$ cat config.mk
export PLATFORM = sky130hd
export DESIGN_NAME = tti_fifo
export DESIGN_NICKNAME = d
export VERILOG_FILES = /design/src/tti_pkg.sv /design/src/tti_fifo.sv
export SDC_FILE = /design/constraint.sdc
export NUM_CORES = 1
export LEC_CHECK = 0
export BUFFER_PORTS_ARGS = -buffer_cell sky130_fd_sc_hd__buf_2
export CAP_MARGIN = 30
export CORE_MARGIN = 4
export CORE_UTILIZATION = 45
export DETAILED_ROUTE_END_ITERATION = 16
export PLACE_DENSITY = 0.71
export SETUP_SLACK_MARGIN = 0.05
export SYNTH_ARGS = -nofsm -noshare
export SYNTH_HDL_FRONTEND = slang
export SYNTH_SLANG_ARGS = --single-unit
$ cat constraint.sdc
create_clock -name clk -period 5 [get_ports clk]
set_input_delay 0.5 -clock clk [delete_from_list [all_inputs] [get_ports clk]]
set_output_delay 0.5 -clock clk [all_outputs]
set_load 0.02 [all_outputs]
$ cat src/tti_pkg.sv
// Shared types, constants and helpers for the trilinear interpolation table.
// No dependencies; every other file refers to this package by scoped names.
`default_nettype none
package tti_pkg;

  localparam int MAX_DIM0_DEF = 16;
  localparam int MAX_DIM1_DEF = 16;
  localparam int MAX_DIM2_DEF = 16;

  localparam int IDX_W     = 8;   // holds any grid index up to 255
  localparam int FRAC_W    = 16;
  localparam int VAL_W     = 32;
  localparam int COORD_W   = 17;
  localparam int SIZE_W    = 5;
  localparam int CFG_IDX_W = 2;
  localparam int EIDX_W    = 4;
  localparam int IN_DATA_W = 96;
  localparam int FIFO_DEPTH = 4;

  localparam logic [CFG_IDX_W-1:0] CFG_SIZE_DIM0 = 2'd0;
  localparam logic [CFG_IDX_W-1:0] CFG_SIZE_DIM1 = 2'd1;
  localparam logic [CFG_IDX_W-1:0] CFG_SIZE_DIM2 = 2'd2;

  localparam logic OP_WRITE = 1'b0;
  localparam logic OP_QUERY = 1'b1;

  // One classified item on its way from the front end to the datapath.
  typedef struct packed {
    logic                               is_query;
    logic                               wr_en;
    logic [2:0][IDX_W-1:0]              idx;    // lower corner, or entry index
    logic [2:0][FRAC_W-1:0]             frac;
    logic [VAL_W-1:0]                   value;
  } item_t;

  // Row address bits of one axis inside a parity bank.
  function automatic int row_w(input int max_dim);
    int d;
    d = (max_dim + 1) >> 1;
    return (d > 1) ? $clog2(d) : 1;
  endfunction

endpackage
`default_nettype wire

$ cat src/tti_fifo.sv
// Short queue between the front end and the datapath.
// Depends on tti_pkg.
`default_nettype none
module tti_fifo (
  input  wire logic           clk,
  input  wire logic           rst_n,
  input  wire logic           push,
  input  tti_pkg::item_t      push_item,
  input  wire logic           pop,
  output logic                full,
  output logic                empty,
  output tti_pkg::item_t      head
);

  localparam int PW = $clog2(tti_pkg::FIFO_DEPTH);
  localparam int CW = $clog2(tti_pkg::FIFO_DEPTH + 1);

  tti_pkg::item_t slot_r [tti_pkg::FIFO_DEPTH];
  logic [PW-1:0]  wr_ptr_r, rd_ptr_r;
  logic [CW-1:0]  count_r;

  assign full  = (count_r == CW'(tti_pkg::FIFO_DEPTH));
  assign empty = (count_r == '0);
  assign head  = slot_r[rd_ptr_r];

  always_ff @(posedge clk) begin
    if (push) slot_r[wr_ptr_r] <= push_item;
  end

  always_ff @(posedge clk) begin
    if (!rst_n) begin
      wr_ptr_r <= '0;
      rd_ptr_r <= '0;
      count_r  <= '0;
    end else begin
      if (push)
        wr_ptr_r <= (wr_ptr_r == PW'(tti_pkg::FIFO_DEPTH - 1)) ? '0 : wr_ptr_r + PW'(1);
      if (pop)
        rd_ptr_r <= (rd_ptr_r == PW'(tti_pkg::FIFO_DEPTH - 1)) ? '0 : rd_ptr_r + PW'(1);
      priority if (push && !pop) count_r <= count_r + CW'(1);
      else if (pop && !push)     count_r <= count_r - CW'(1);
      else                       count_r <= count_r;
    end
  end

endmodule
`default_nettype wire

After elaboration in Yosys (flattened, before gate mapping). Memories as Yosys holds them, arrays and structs flattened. A register that Yosys moved wholly into a read port is not among the register bits. Cells that the tools add are included.

Word-level logic and storage cells: 25. Output and inout bits: 108. Flip-flop bits (word level): 7. Input bits: 110. Memories: 1. Memory bits (writable): 424.

Add/subtract/negate cells: 4. Equal/unequal tests: 3. Reductions and logical operators: 6. Muxes and demuxes: 8.

Memory list: slot_r (depth 4, width 106, rd ports 1, clocked after memory_dff 1, wr ports 1, line tti_fifo.sv:18) `tti_pkg::item_t slot_r [tti_pkg::FIFO_DEPTH];`.

Operator list (count): $mux W2 (4); $mux W3 (2); $add A2 B1 Y2 const B (2); $eq A2 B2 Y1 const B (2); $add A3 B1 Y3 const B (1); $eq A3 B3 Y1 const B (1); $logic_not A3 Y1 (1); $sub A3 B1 Y3 const B (1); $logic_and A1 B1 Y1 (2); $logic_not A1 Y1 (2); $mux W1 (2); $reduce_bool A2 Y1 (1).

Depth between registers and ports, before layout.
Depth after elaboration: 4. Depth in mapped cells: 7. Depth with buffers taken out: 7.

Worst setup path after synthesis. No wires, ideal clock.

Path type: register -> register. Start: register wr_ptr_r[0]. End: memory slot_r[3][0] (netlist bit) (enable). Cell stages (with the launch flop): 3. Path buffers: 0. Data required time: 4.524 ns. Setup time: 0.476 ns. Clock period less this slack: 3.467 ns. Arrival: 2.991 ns. Slack: 1.533 ns. Cell sequence: dfxtp_1 ha_1 and2_1.

RTL lines: from (decl) (line tti_fifo.sv:19) `logic [PW-1:0] wr_ptr_r, rd_ptr_r;`; from (signal assigned) (line tti_fifo.sv:37) `wr_ptr_r <= (wr_ptr_r == PW'(tti_pkg::FIFO_DEPTH - 1)) ? '0 : wr_ptr_r + PW'(1);`; to (decl) (line tti_fifo.sv:18).

No word-level cell before the write port.

==> impl_summary.md <==
Timing
The maximum frequency from static timing analysis is 316.7 MHz. The hold violation count in the final report is 0. After layout, the worst setup slack is 1843 ps.

Final hold analysis gives a worst-case slack of 171.2 ps. At the pin with the least slew margin, the transition time is 870.3 ps. Setup repair after global routing left no endpoint under its margin. The number of setup violations in the final report is 0.

In this run the tightest slew margin relative to its limit is 0.4198. Subtracting the final worst setup slack from the clock period gives 3157 ps. The setup total negative slack is 0 ps. The total count of max-transition violations in the final report is 0. The final critical-path share of the clock period is 0.6315.

On the final layout, the worst clock skew is 12.58 ps.

Worst setup path
The slowest stage cell on the critical path is sky130_fd_sc_hd__dfxtp_4. The worst path required time is 4500 ps. The critical path is of the reg2out type. The critical path's top delay family is flip-flops.

Setup slack on the worst reg-to-reg path comes out at 2770 ps. The signal on the critical path passes through buf_12 > mux4_2 > buf_2. The category of the worst setup path capture point is a primary output. For this run, the slowest stage of the critical path takes 880 ps. In this run the critical register-to-register path is launched from wr_ptr_r[0]$_SDFFE_PN0P_. The number of cells on the worst reg-to-reg path is 3. The highest net fanout along the worst path is 45. The data arrival time at the worst-slack endpoint is 2660 ps. Counting both buffers and inverters, the worst setup path holds a total of 2. The reg-to-reg endpoint is slot_r[3][62]$_DFFE_PP_. The critical path launch point type is a flop.

Placement
The pre-CTS setup slack is 2307 ps. The number of buffers inserted by port buffering is 217. The post-DP HPWL is 17.72 mm.

The weighted congestion reported at the end of routability-driven placement is 0.6634. In this run the cell area measured after placement is 0.01738 mm².

Die
The vertical extent of the die is 195.1 µm. 218 I/O pins were placed. In this run the horizontal extent of the chip is 195.1 µm.

The total area inside the core boundary comes to 0.03454 mm². In this run the core area contains 68 standard-cell rows. The die covers 0.03805 mm². For this configuration, the core starts out at a cell density of 0.4558.

Clocking
The post-CTS setup-driven buffer insertion count is 0. The root buffer cell chosen for the clock tree is sky130_fd_sc_hd__clkbuf_16. The buffer depth of the longest clock path is 3. The post-cts hold buffer count is 0. Clock-pin slew was measured on the worst setup and hold paths at 60 ps. TritonCTS built the clock tree. The number of buffers inserted during clock tree synthesis is 44. The H-tree level count is 2.

The tree built by TritonCTS fans out to 433 sinks. The clock network latency to the later pin of the worst-skew pair is 530 ps. After clock tree synthesis, the repair step resized 0 gates.

Route
The total detailed-routing wirelength is 29.30 mm. The pre-antenna-repair detailed-routing pass consisted of 5 iterations. The count of unresolved DRC violations after routing is 0.

Detailed routing placed a total of 14.08 mm of wire on met2. After detailed routing, no signal wire sits above met5. The count of vias placed by the detailed router is 7090.

The detailed router finished its first iteration with 362 violations. After detailed routing, the met3 layer carries 2.488 mm of wire. The routed metal-1 wire length is 12.16 mm. The count of nets left with antenna violations once routing finished came out at 0.

In the routed layout, each cell is associated on average with a via count of 5.307. The average wire per standard cell is 21.93 µm.

Finish
The share of final-layout standard cells stronger than drive strength 1 is 0.4551. The finished layout cell area is 0.01880 mm². The register cell area after layout is 0.01292 mm². The multi-input combinational cell area is 0.002660 mm².

The number of inserted filler cells in the final layout is 2643. The number of nets at the end of the flow is 964. The area growth from synthesis to layout is 19.39%. At the end of the flow the core is filled with cells to 0.5442.

Worst hold path
In this run the worst hold path is classified as in2reg. The count of cells along the worst hold path is 1. The start point of the worst hold path is push_item[93]. The hold-critical path endpoint is slot_r[0][93]$_DFFE_PP_.

Yosys
The number of nets handed over by synthesis was 715. After synthesis the netlist holds a flip-flop and latch count of 433. The share of synthesized area in the top cell type comes to 0.8086. During synthesis, Yosys emitted a total of 0 warnings. The fraction of the yosys area taken by sequential cells is 0.8200. The average instance in the mapped netlist occupies 26.33 µm². The number of distinct library cells after synthesis is 22. The dominant synthesized flop cell is sky130_fd_sc_hd__edfxtp_1. In the post-synthesis netlist, the biggest area contributors are sky130_fd_sc_hd__edfxtp_1, sky130_fd_sc_hd__mux4_2, sky130_fd_sc_hd__dfxtp_1. Yosys mapped a number of flops with a built-in enable equal to 424. Synthesis produced a netlist whose cell count is 598. The area of the mapped netlist is 0.01575 mm². The most instantiated library cell after synthesis is sky130_fd_sc_hd__edfxtp_1.

The cell accounting for the most synthesized area is sky130_fd_sc_hd__edfxtp_1. The commonest cells after synthesis are sky130_fd_sc_hd__edfxtp_1, sky130_fd_sc_hd__mux4_2, sky130_fd_sc_hd__buf_2. The proportion of synthesized flip-flops having asynchronous set or reset is 0.

GRT
For this run, the total global-route usage over all layers was measured as 0.1530. The first global-routing pass estimated 45.24 mm of wire. The total congestion overflow is 0. The pin count of the biggest net entering global routing is 61. The initial antenna violation count came to 5. The via count of the first global-routing pass is 7679.

Power
In this run the power density over the cells is 432.2 mW/mm². The analysis attributes to net switching a power of 1.771 mW. Of the total power, the clock network draws 0.390. Of the total power, the share spent switching nets is 0.2180. Summed over all cells, the static leakage comes to 6.297 nW. The internal portion of the total power is 6.353 mW.

VDD sags by at most 366.4 µV. The sequential cell fraction of total power is 0.520. The share of total power dissipated in combinational logic is 0.090.

Flow run
The number of max-cap violations is 0.

Outcome
The run finished with clean final reports.
-- flip-flops by register name (all words and copies together) (netlist names), named ones only --
register and flops:
slot_r 424, count_r 3, rd_ptr_r 2, wr_ptr_r 2
-- stage by stage --
step                      cells  power [mW]
after floorplan             598       4.763
after global placement     1256       5.034
final                      1336       8.125
after detailed placement   1256       5.054
after global routing       1335       8.442
after CTS                  1334       8.234
-- logic make-up (layout without fill, tap and decap cells) --
family                   count (synthesis)  in the layout  synth area share
flip-flops                             433            433            0.8200
multiplexers                           110            110            0.1542
buffers and inverters                   28            309           0.01168
AND/OR/NAND/NOR                         15             15          0.005721
adder cells (fa/ha/maj)                  7              7          0.006039
AO/OA/AOI/OAI                            3              3          0.001271
XOR/XNOR                                 2              2          0.001113
other                                    0              2                 0
-- power by group through the flow --
stage                     combinational [mW]  clock, mW  sequential (mW)
final                                  0.732       3.17             4.23
after detailed placement               0.749          0             4.30
after global placement                 0.740          0             4.29
after CTS                              0.751       3.25             4.23
after global routing                   0.790       3.41             4.24
after floorplan                        0.486          0             4.28
-- routing by layer --
| metal | vias up | track usage |
|---|---|---|
| met5 | - | 0 |
| met4 | 6 | 0.03879 |
| met3 | 48 | 0.05366 |
| met2 | 222 | 0.2420 |
| met1 | 3720 | 0.2071 |
| li1 | 3094 | - |
-- cells in the final DEF (no fill, tap or decap), drive strengths merged, types with 2 or more instances in the layout --
cell type | synthesis | final
mux2i | 4 | 4
diode | 0 | 2
clkbuf | 6 | 58
inv | 4 | 7
ha | 6 | 6
nor2b | 5 | 5
dfxtp | 9 | 9
clkinv | 0 | 12
buf | 18 | 227
clkinvlp | 0 | 2
nor3 | 2 | 2
edfxtp | 424 | 424
bufinv | 0 | 3
mux4 | 106 | 106
and2 | 5 | 5
-- worst register-to-register path, delay by kind of cell, from the launching register on --
family	cells	cell delay, ps
buffers and inverters	1	530
DFF	1	410
and+or+nand+nor	1	730
adders and majority gates	1	200
-- final cells by class --
class / instances / share of cell area
Sequential cell: 433 / 0.6873
Multi-Input combinational cell: 137 / 0.1415
Clock buffer: 58 / 0.06582
Timing Repair Buffer: 227 / 0.06443
Tap cell: 455 / 0.03028
Clock inverter: 20 / 0.009651
Inverter: 4 / 0.0007987
Antenna cell: 2 / 0.0002662
-- how the worst max path moves through the flow --
stage	from	to	slack [ps]	cells after the start
floorplan	wr_ptr_r[0]$_SDFFE_PN0P_	slot_r[3][0]$_DFFE_PP_	1530	2
global placement	flop	head[74]	2320	3
detailed placement	flop	head[74]	2310	3
CTS	flop	head[74]	1720	3
global route	flop	head[74]	1610	3
finish	flop	head[74]	1840	3
Power figures use the tool's default switching activity.
