$ cat src/tti_pkg.sv
// Shared types, constants and helpers for the trilinear interpolation table.
// No dependencies; every other file refers to this package by scoped names.
`default_nettype none
package tti_pkg;

  localparam int MAX_DIM0_DEF = 16;
  localparam int MAX_DIM1_DEF = 16;
  localparam int MAX_DIM2_DEF = 16;

  localparam int IDX_W     = 8;   // holds any grid index up to 255
  localparam int FRAC_W    = 16;
  localparam int VAL_W     = 32;
  localparam int COORD_W   = 17;
  localparam int SIZE_W    = 5;
  localparam int CFG_IDX_W = 2;
  localparam int EIDX_W    = 4;
  localparam int IN_DATA_W = 96;
  localparam int FIFO_DEPTH = 4;

  localparam logic [CFG_IDX_W-1:0] CFG_SIZE_DIM0 = 2'd0;
  localparam logic [CFG_IDX_W-1:0] CFG_SIZE_DIM1 = 2'd1;
  localparam logic [CFG_IDX_W-1:0] CFG_SIZE_DIM2 = 2'd2;

  localparam logic OP_WRITE = 1'b0;
  localparam logic OP_QUERY = 1'b1;

  // One classified item on its way from the front end to the datapath.
  typedef struct packed {
    logic                               is_query;
    logic                               wr_en;
    logic [2:0][IDX_W-1:0]              idx;    // lower corner, or entry index
    logic [2:0][FRAC_W-1:0]             frac;
    logic [VAL_W-1:0]                   value;
  } item_t;

  // Row address bits of one axis inside a parity bank.
  function automatic int row_w(input int max_dim);
    int d;
    d = (max_dim + 1) >> 1;
    return (d > 1) ? $clog2(d) : 1;
  endfunction

endpackage
`default_nettype wire

$ cat src/tti_front.sv
// Front end: size registers, input beat decode, per-axis cell split.
// Depends on tti_pkg.
`default_nettype none
module tti_front #(
  parameter int MAX_DIM0 = tti_pkg::MAX_DIM0_DEF,
  parameter int MAX_DIM1 = tti_pkg::MAX_DIM1_DEF,
  parameter int MAX_DIM2 = tti_pkg::MAX_DIM2_DEF
) (
  input  wire logic                          clk,
  input  wire logic                          rst_n,
  input  wire logic                          in_tvalid,
  output logic                               in_tready,
  input  wire logic                          in_tuser,
  input  wire logic [tti_pkg::IN_DATA_W-1:0] in_tdata,
  input  wire logic                          cfg_we,
  input  wire logic [tti_pkg::CFG_IDX_W-1:0] cfg_index,
  input  wire logic [tti_pkg::SIZE_W-1:0]    cfg_data,
  input  wire logic                          fifo_full,
  output logic                               push,
  output tti_pkg::item_t                     push_item
);

  localparam int MAXD [3] = '{MAX_DIM0, MAX_DIM1, MAX_DIM2};

  logic [tti_pkg::SIZE_W-1:0] size_r [3];
  logic [tti_pkg::IDX_W-1:0]  lo_w   [3];
  logic [tti_pkg::FRAC_W-1:0] frac_w [3];
  logic [2:0]                 ok_w;
  logic                       is_query;

  always_ff @(posedge clk) begin
    if (!rst_n) begin
      size_r[0] <= tti_pkg::SIZE_W'(1);
      size_r[1] <= tti_pkg::SIZE_W'(1);
      size_r[2] <= tti_pkg::SIZE_W'(1);
    end else if (cfg_we) begin
      unique case (cfg_index)
        tti_pkg::CFG_SIZE_DIM0: size_r[0] <= cfg_data;
        tti_pkg::CFG_SIZE_DIM1: size_r[1] <= cfg_data;
        tti_pkg::CFG_SIZE_DIM2: size_r[2] <= cfg_data;
        default: ;
      endcase
    end
  end

  assign is_query = (in_tuser == tti_pkg::OP_QUERY);

  for (genvar k = 0; k < 3; k++) begin : g_axis
    logic [tti_pkg::COORD_W-1:0] coord;
    logic [tti_pkg::EIDX_W-1:0]  eidx;
    logic [tti_pkg::IDX_W:0]     n_eff;
    logic [tti_pkg::IDX_W-1:0]   nm1;
    logic [tti_pkg::COORD_W-1:0] c_sat;
    logic [24:0]                 t;
    logic [tti_pkg::IDX_W-1:0]   i_c;
    logic [tti_pkg::FRAC_W-1:0]  f_c;

    assign coord = in_tdata[44 + 17*k +: tti_pkg::COORD_W];
    assign eidx  = in_tdata[4*k +: tti_pkg::EIDX_W];

    always_comb begin
      if (size_r[k] == '0)
        n_eff = (tti_pkg::IDX_W+1)'(1);
      else if ((tti_pkg::IDX_W+1)'(size_r[k]) > (tti_pkg::IDX_W+1)'(MAXD[k]))
        n_eff = (tti_pkg::IDX_W+1)'(MAXD[k]);
      else
        n_eff = (tti_pkg::IDX_W+1)'(size_r[k]);
      nm1   = tti_pkg::IDX_W'(n_eff - (tti_pkg::IDX_W+1)'(1));
      c_sat = (coord > 17'h10000) ? 17'h10000 : coord;
      t     = 25'(c_sat) * 25'(nm1);
      i_c   = t[23:16];
      f_c   = t[15:0];
      // last index: hold there with no fraction
      if (i_c >= nm1) begin
        i_c = nm1;
        f_c = '0;
      end
    end

    assign lo_w[k]   = is_query ? i_c : tti_pkg::IDX_W'(eidx);
    assign frac_w[k] = is_query ? f_c : '0;
    assign ok_w[k]   = (tti_pkg::IDX_W+1)'(eidx) < (tti_pkg::IDX_W+1)'(MAXD[k]);
  end

  assign in_tready = !fifo_full;
  assign push      = in_tvalid && !fifo_full;

  always_comb begin
    push_item.is_query = is_query;
    push_item.wr_en    = !is_query && (&ok_w);
    push_item.value    = in_tdata[12 +: tti_pkg::VAL_W];
    for (int k = 0; k < 3; k++) begin
      push_item.idx[k]  = lo_w[k];
      push_item.frac[k] = frac_w[k];
    end
  end

endmodule
`default_nettype wire

$ cat config.mk
export PLATFORM = sky130hd
export DESIGN_NAME = tti_front
export DESIGN_NICKNAME = d
export VERILOG_FILES = /design/src/tti_pkg.sv /design/src/tti_front.sv
export SDC_FILE = /design/constraint.sdc
export NUM_CORES = 1
export LEC_CHECK = 0
export BUFFER_PORTS_ARGS = -buffer_cell sky130_fd_sc_hd__buf_2
export CAP_MARGIN = 10
export CORE_MARGIN = 2
export CORE_UTILIZATION = 25
export DETAILED_ROUTE_END_ITERATION = 10
export PLACE_DENSITY_LB_ADDON = 0.25
export SLEW_MARGIN = 0
export SYNTH_ARGS = -nofsm -noshare
export SYNTH_HDL_FRONTEND = slang
export SYNTH_SLANG_ARGS = --single-unit
$ cat constraint.sdc
create_clock -name clk -period 9.1 [get_ports clk]
set_input_delay 0.91 -clock clk [delete_from_list [all_inputs] [get_ports clk]]
set_output_delay 0.91 -clock clk [all_outputs]
set_load 0.01 [all_outputs]
**Word-level counts from Yosys, hierarchy flattened**

Memories as Yosys holds them, arrays and structs flattened.
Cells that the tools add are included.

- Register bits after elaboration: 0
- Memory bits (writable): 15
- Bits of input ports: 109
- Output and inout bits: 108
- Logic and storage cells: 65
- Memories kept: 1

- $add $sub $neg: 3
- Multipliers: 3
- $lt $le $gt $ge: 9
- Equality and inequality tests: 2
- Muxes and demuxes: 37
- Bitwise gates (word level): 3
- Reductions and logical operators: 7

Memory list:

| name | depth | bits a word | rd ports | clocked after Yosys merged registers in | wr ports | RTL line | RTL |
|---|---|---|---|---|---|---|---|
| size_r | 3 | 5 | 3 | 0 | 3 | tti_front.sv:25 | `logic [tti_pkg::SIZE_W-1:0] size_r [3];` |

Operator list:

| cell | count |
|---|---|
| 16-bit 2-to-1 mux | 6 |
| 17-bit by 8-bit multiplier with 24-bit output | 3 |
| 17-bit greater-than comparator, second input constant | 3 |
| 17-bit 2-to-1 mux | 3 |
| 8-bit 2-to-1 mux | 6 |
| 5-bit 2-to-1 mux | 9 |
| 8-bit greater-or-equal comparator | 3 |
| 8-bit by 1-bit subtractor with 8-bit output, second input constant | 3 |
| 5-bit greater-than comparator, second input constant | 3 |
| 5-bit logical NOT | 3 |
| 1-bit 2-to-1 mux | 13 |
| 1-bit bitwise OR | 3 |
| 2-bit by 1-bit equality test with 1-bit output, second input constant | 1 |
| 2-bit equality test, second input constant | 1 |
| 1-bit logical NOT | 2 |
| 2-bit logical NOT | 1 |
| 1-bit logical AND | 1 |

**Depth between registers and ports, before layout**

Gate-level depths: netlist of the first run.
An unclocked memory read counts as a cell.

- Depth in word-level cells: 9
- Gate-level depth with buffers: 36

**Worst setup path after synthesis of the first run**

OpenSTA, ideal clock, no wires.

- Kind: register to output
- Start point: memory size_r[0][3] (netlist name)
- End point: output push_item[86] (netlist name)
- Arrival time: 7.334 ns
- Required time: 8.190 ns
- Setup slack: 0.856 ns
- Stages on the path, launching flop included: 32
- Buffers on the path: 3
- Cells stage by stage: edfxtp_1 > nor3_1 > o21bai_1 > ha_1 > inv_1 > or4_1 > clkbuf_1 > a21boi_0 > nor2_1 > buf_2 > and2_1 > fa_1 > fa_1 > fa_1 > fa_1 > ha_1 > a21o_1 > a31oi_1 > or2_0 > o21ba_2 > o21ai_2 > o31ai_1 > a211oi_1 > ha_1 > a21o_1 > a21o_1 > a21oi_1 > o31a_1 > buf_4 > or4b_1 > mux2_2 > o311ai_0

RTL lines:

| element | RTL line | RTL |
|---|---|---|
| start: declaration | tti_front.sv:25 |  |
| end: declaration | tti_front.sv:20 | `output tti_pkg::item_t push_item` |

==> metrics.md, run 1 <==
| Metric | Value |
|---|---|
| Status | finished, final reports clean |
| Gr ovfl total | 0 |
| Top cells by area, synth | fa_1 37%, ha_1 13%, and2_1 9.2% |
| CP max-delay cell | fa_1 |
| YS warnings | 0 |
| DRT Wirelength | 41300 um |
| Pre-CTS setup slack | -0.474 ns |
| Tot GR Track Use | 0.139 |
| Setup slack after layout | roughly 0.23 ns |
| Clk buf depth | 2 |
| CP max FO | 12 |
| Design area | 18500 um2 |
| Cell area after synthesis | 14500 um2 |
| Area Overhead vs Synth | 27.9% |
| Top Registers | size_r: 15 flops |
| Critical Path Sink Type | primary output |
| Register with the most flip-flops | size_r |
| Clock sink count | 15 |
| Post-synth top area share | 0.369 |
| Max-cap viol count | 0 |
| Starting DRC count in detailed routing | just under 400 |
| H-tree levels | 1 |
| Die area | 59900 um2 |
| Hold EP | size_r[0][9] |
| CP startpoint kind | primary input |
| Metal-1 WL | 18700 um |
| CTS buffer count | 3 |
| First-pass GRT wire length | 67900 um |
| VDD IR-drop max | 0.261 mV |
| Vias per Instance | between 4 and 5 |
| Register area share after synthesis | 0.0311 |
| Main flop type after synthesis | edfxtp_1 |
| Cell taking the most area after synthesis | fa_1 |
| CTS tree | yes |
| Period utilization | 0.975 |
| Critical setup path kind | in -> out |
| DP HPWL | 35700 um |
| CTS Hold Bufs | 0 |
| Layout Utilization | 0.322 |
| Area post-placement | approximately 18000 um2 |
| Initial antenna violation count | 4 |
| Most Frequent Cell on Critical Path | fa_1 |
| Die height | roughly 240 um |
| Max-slew violations | 0 |
| Fmax | 113 MHz |
| Row count | between 80 and 90 |
| Post-route DRC | 0 |
| Via count of the routed design | 12600 |
| Highest metal used | met5 |
| Minimum clock period | 8.87 ns |
| 1st-pass router iterations | 5 |
| P per Cell Area | 305 nW/um2 |
| Setup TNS | 0 ns |
| Relative slew slack | 0.270 |
| # IOs | 217 |
| CP peak stage delay | 0.53 ns |
| Final GP Congestion | 0.841 |
| Drt wl/cell | 14.3 um |
| Vias in the first global route | approximately 14000 |
| Met3 routed WL | ~1600 um |
| Syn_area_per_cell | 8.53 um2 |
| Port Buf Inserts | between 150 and 200 |
| Nets | 2645 |
| Final setup viols | 0 |
| Core area | 57500 um2 |
| Final hold vios | 0 |
| Worst-path clk slew | 0.05 ns |
| Layout cells sized above 1 | 0.222 |
| Cell variety after synth | 70 |
| WP data required | 8.19 ns |
| Most frequent cells in the layout | 327 x inv_1, 266 x fa_1, 213 x buf_4 |
| Worst Hold Class | in -> reg |
| Fillers | 6201 |
| Synthesized instance count | approximately 1700 |
| FF+latch count, synth | 15 |
| Clock Tree Root | clkbuf_16 |
| Hold_sp | cfg_data[4] |
| Hold path depth | 2 |
| Routed wl met2 | 20400 um |
| Max reg flops | 15 |
| Number of synthesized flops with an enable pin | 15 |
| Initial Util | 0.252 |
| Largest net degree at the start of global routing | 39 |
| Leading cell type in the layout, fill and taps excluded | inv_1 |
| Slew @ Worst Pin | 1.08 ns |
| Critical Path AT | 7.96 ns |
| Post-synth ARST share | 0 |
| Die Width | 245 um |
| Leak | between 0.009 and 0.01 uW |
| Routed Antenna Nets | 0 |
## critical path: cells and delay by family
kind,cells,cell delay [ns]
and+or+nand+nor,7,1.62
AOI/OAI and AO/OA,8,1.82
xor gates and xnor gates,1,0.12
buffers and inverters,7,0.93
adders and majority gates,6,2.54
## layout make-up
| cell class | instances | area [um2] | share of cell area |
|---|---|---|---|
| antenna | 2 | 5.00 | 0.000270 |
| multi-input combinational | 1387 | 13300 | 0.717 |
| timing repair buffer | 379 | 2530 | 0.136 |
| inverter | 327 | 1230 | 0.0663 |
| sequential | 15 | 450 | 0.0243 |
| clock buffer | 3 | 75.1 | 0.00405 |
| clock inverter | 1 | 5.00 | 0.000270 |
| tap | 765 | 957 | 0.0517 |
## logic make-up after synthesis
kind of cell	count (synthesis)	share of synthesized area
AOI/OAI and AO/OA	221	0.103
xor gates and xnor gates	59	0.0357
adders and majority gates	423	0.504
buffers and inverters	398	0.112
DFF	15	0.0311
muxes	8	0.00570
other	2	0.000519
and+or+nand+nor	571	0.207
## Yosys cell counts, types with 19 or more instances
cell type    n
a21o_1      33
a21oi_1     62
and2_1     212
and3_1      21
buf_4       34
clkbuf_1    33
fa_1       267
ha_1       156
inv_1      327
nand2_1    128
nor2_1      99
nor4_1      19
o21ai_0     32
xnor2_1     39
xor2_1      20
## worst max-delay path by stage
stage,cells past startpoint,slack [ns],from,end
3_3_place_gp,33,-0.44,in_tdata[47],push_item[86]
6_report,29,0.23,in_tdata[87],push_item[102]
4_1_cts,31,-0.02,in_tdata[47],push_item[86]
3_5_place_dp,33,-0.47,in_tdata[47],push_item[86]
2_1_floorplan,31,0.86,size_r[0][3],push_item[86]
5_1_grt,34,-0.07,size_r[0][3],push_item[86]
## per-stage QoR
stage          hold slack (ns)  cells  total power [uW]
2_1_floorplan             1.13   1800              3200
4_1_cts                   1.10   2856              5280
5_1_grt                   1.10   2878              6310
6_report                  1.07   2879              5640
3_5_place_dp              1.34   2852              5130
3_3_place_gp              1.34   2852              5110
## timing repair
action / in CTS / in global routing
setup endpoints to repair: 35 / 60
gates cloned: 0 / 3
buffers inserted: 0 / 18
pin swaps: 0 / 40
gates resized for setup: 8 / 108
## report_power, final
| part | total [uW] | switching (uW) | internal, uW |
|---|---|---|---|
| clock | 83.1 | 24.6 | 58.4 |
| combinational | 5470 | 2880 | 2590 |
| sequential | 88.6 | 5.43 | 83.2 |
## layer usage
layer / up-vias / global-route usage
li1: 6079 / -
met1: 6294 / 0.186
met2: 223 / 0.247
met3: 28 / 0.0137
met4: 6 / 0.0170
met5: - / 0
(Power assumes the default switching activity.)
==> inputs of run 2 (changes only) <==
--- a/constraint.sdc
+++ b/constraint.sdc
@@ -3,2 +3,2 @@
 set_output_delay 0.91 -clock clk [all_outputs]
-set_load 0.01 [all_outputs]
+set_load 0.02 [all_outputs]
==> metrics.md, run 2 (synthesis results as in run 1) <==
| Metric | Value |
|---|---|
| Status | finished, final reports clean |
| Largest net degree at the start of global routing | 39 |
| Pre-CTS setup slack | -0.422 ns |
| Minimum clock period | 8.76 ns |
| Met3 Use GR | 0.0127 |
| Leak | between 0.009 and 0.01 uW |
| Setup TNS | 0 ns |
| Levels on crit path | 32 |
| Gr busiest metal | met2 |
| Drt wl/cell | 14.4 um |
| Core area | 57500 um2 |
| WP data required | 8.19 ns |
| CTS Hold Bufs | 0 |
| Max-slew violations | 0 |
| Top Registers | size_r: 15 flops |
| Hold path depth | 2 |
| Layout cells sized above 1 | 0.231 |
| Critical setup path kind | in -> out |
| 1st-pass router iterations | 5 |
| VDD IR-drop max | roughly 0.26 mV |
| Via count of the routed design | 12600 |
| CTS buffer count | 3 |
| # IOs | about 220 |
| Starting DRC count in detailed routing | 430 |
| DP HPWL | 36400 um |
| Gr ovfl total | 0 |
| Worst-path clk slew | 0.05 ns |
| Most Frequent Cell on Critical Path | buf_4 |
| DRT Wirelength | about 42000 um |
| Max reg flops | 15 |
| CP max-delay cell | fa_1 |
| Layout Utilization | 0.326 |
| Leading cell type in the layout, fill and taps excluded | inv_1 |
| Vias per Instance | 4.32 |
| Fmax | 114 MHz |
| H-tree levels | 1 |
| Initial Util | 0.252 |
| Clock Tree Root | clkbuf_16 |
| GR Util met2 | 0.252 |
| CTS tree | yes |
| Register with the most flip-flops | size_r |
| Most frequent cells in the layout | 326 x inv_1, 267 x fa_1, 253 x buf_4 |
| Die Width | 245 um |
| Met1 Use GR | 0.191 |
| Final GP Congestion | around 0.89 |
| First-pass GRT wire length | 69200 um |
| Die height | between 200 and 250 um |
| Crit path max-delay family | adder cells |
| P per Cell Area | roughly 320 nW/um2 |
| Critical Path AT | slightly below 8 ns |
| Setup slack after layout | approximately 0.34 ns |
| Port Buf Inserts | 151 |
| CP startpoint kind | primary input |
| Worst Hold Class | in -> reg |
| Vias in the first global route | 13600 |
| Critical Path Sink Type | primary output |
| Slew @ Worst Pin | between 1 and 1.5 ns |
| Period utilization | 0.963 |
| CP max FO | 6 |
| Total chip power | 5980 uW |
| Initial antenna violation count | 4 |
| Max-cap viol count | 0 |
| Area Overhead vs Synth | 29.4% |
| Post-route DRC | 0 |
| Clk buf depth | 2 |
| Final hold vios | 0 |
| Die area | 59900 um2 |
| Clock sink count | 15 |
| CP peak stage delay | roughly 0.51 ns |
| Row count | 88 |
| WHS | 1.08 ns |
| Tot GR Track Use | 0.142 |
| Routed Antenna Nets | 0 |
| Number of buffer and inverter stages on the critical path | 10 |
| Nets | 2673 |
| Relative slew slack | 0.250 |
| Final setup viols | 0 |
==> run 2: cell type report <==
| type | instances | area [um2] |
|---|---|---|
| Fill cell | 6210 | 38700 |
| Multi-Input combinational cell | 1387 | 13300 |
| Timing Repair Buffer | 407 | 2770 |
| Inverter | 327 | 1230 |
| Tap cell | 765 | 957 |
| Sequential cell | 15 | 450 |
| Clock buffer | 3 | 75.1 |
| Clock inverter | 1 | 5.00 |
| Antenna cell | 1 | 2.50 |
==> run 2: layer usage <==
layer,vias to the layer above,wire length (um)
met5,-,34
met4,6,360
met3,27,1310
met2,203,20800
met1,6181,19400
li1,6135,-
==> run 2: stage by stage <==
stage,std cells,cell area (um2)
after floorplan,1800,14900
after global placement,2881,18000
after detailed placement,2881,18000
after CTS,2885,18100
after global routing,2906,18700
final,2906,18700
==> run 2: final timing paths <==
| path | from | endpoint |
|---|---|---|
| worst max-delay path | in_tdata[64] | push_item[93] |
| worst min-delay path | cfg_data[2] | size_r[0][7] |
==> run 2: where the power goes <==
group	leakage (uW)	total (uW)	switching (uW)	internal [uW]
Clock	0.0000409	83.5	25.0	58.5
Combinational	0.00961	5810	3130	2680
Sequential	0.000148	87.8	4.66	83.1
Total	0.00980	5980	3160	2830
==> run 2: repair_timing <==
| action | CTS | global route |
|---|---|---|
| gates resized for setup | 9 | 114 |
| pin swaps | 0 | 31 |
| endpoints found under the setup margin | 20 | 64 |
| hold endpoints to repair | 0 | 0 |
| buffers inserted | 0 | 18 |
| gates cloned | 0 | 3 |
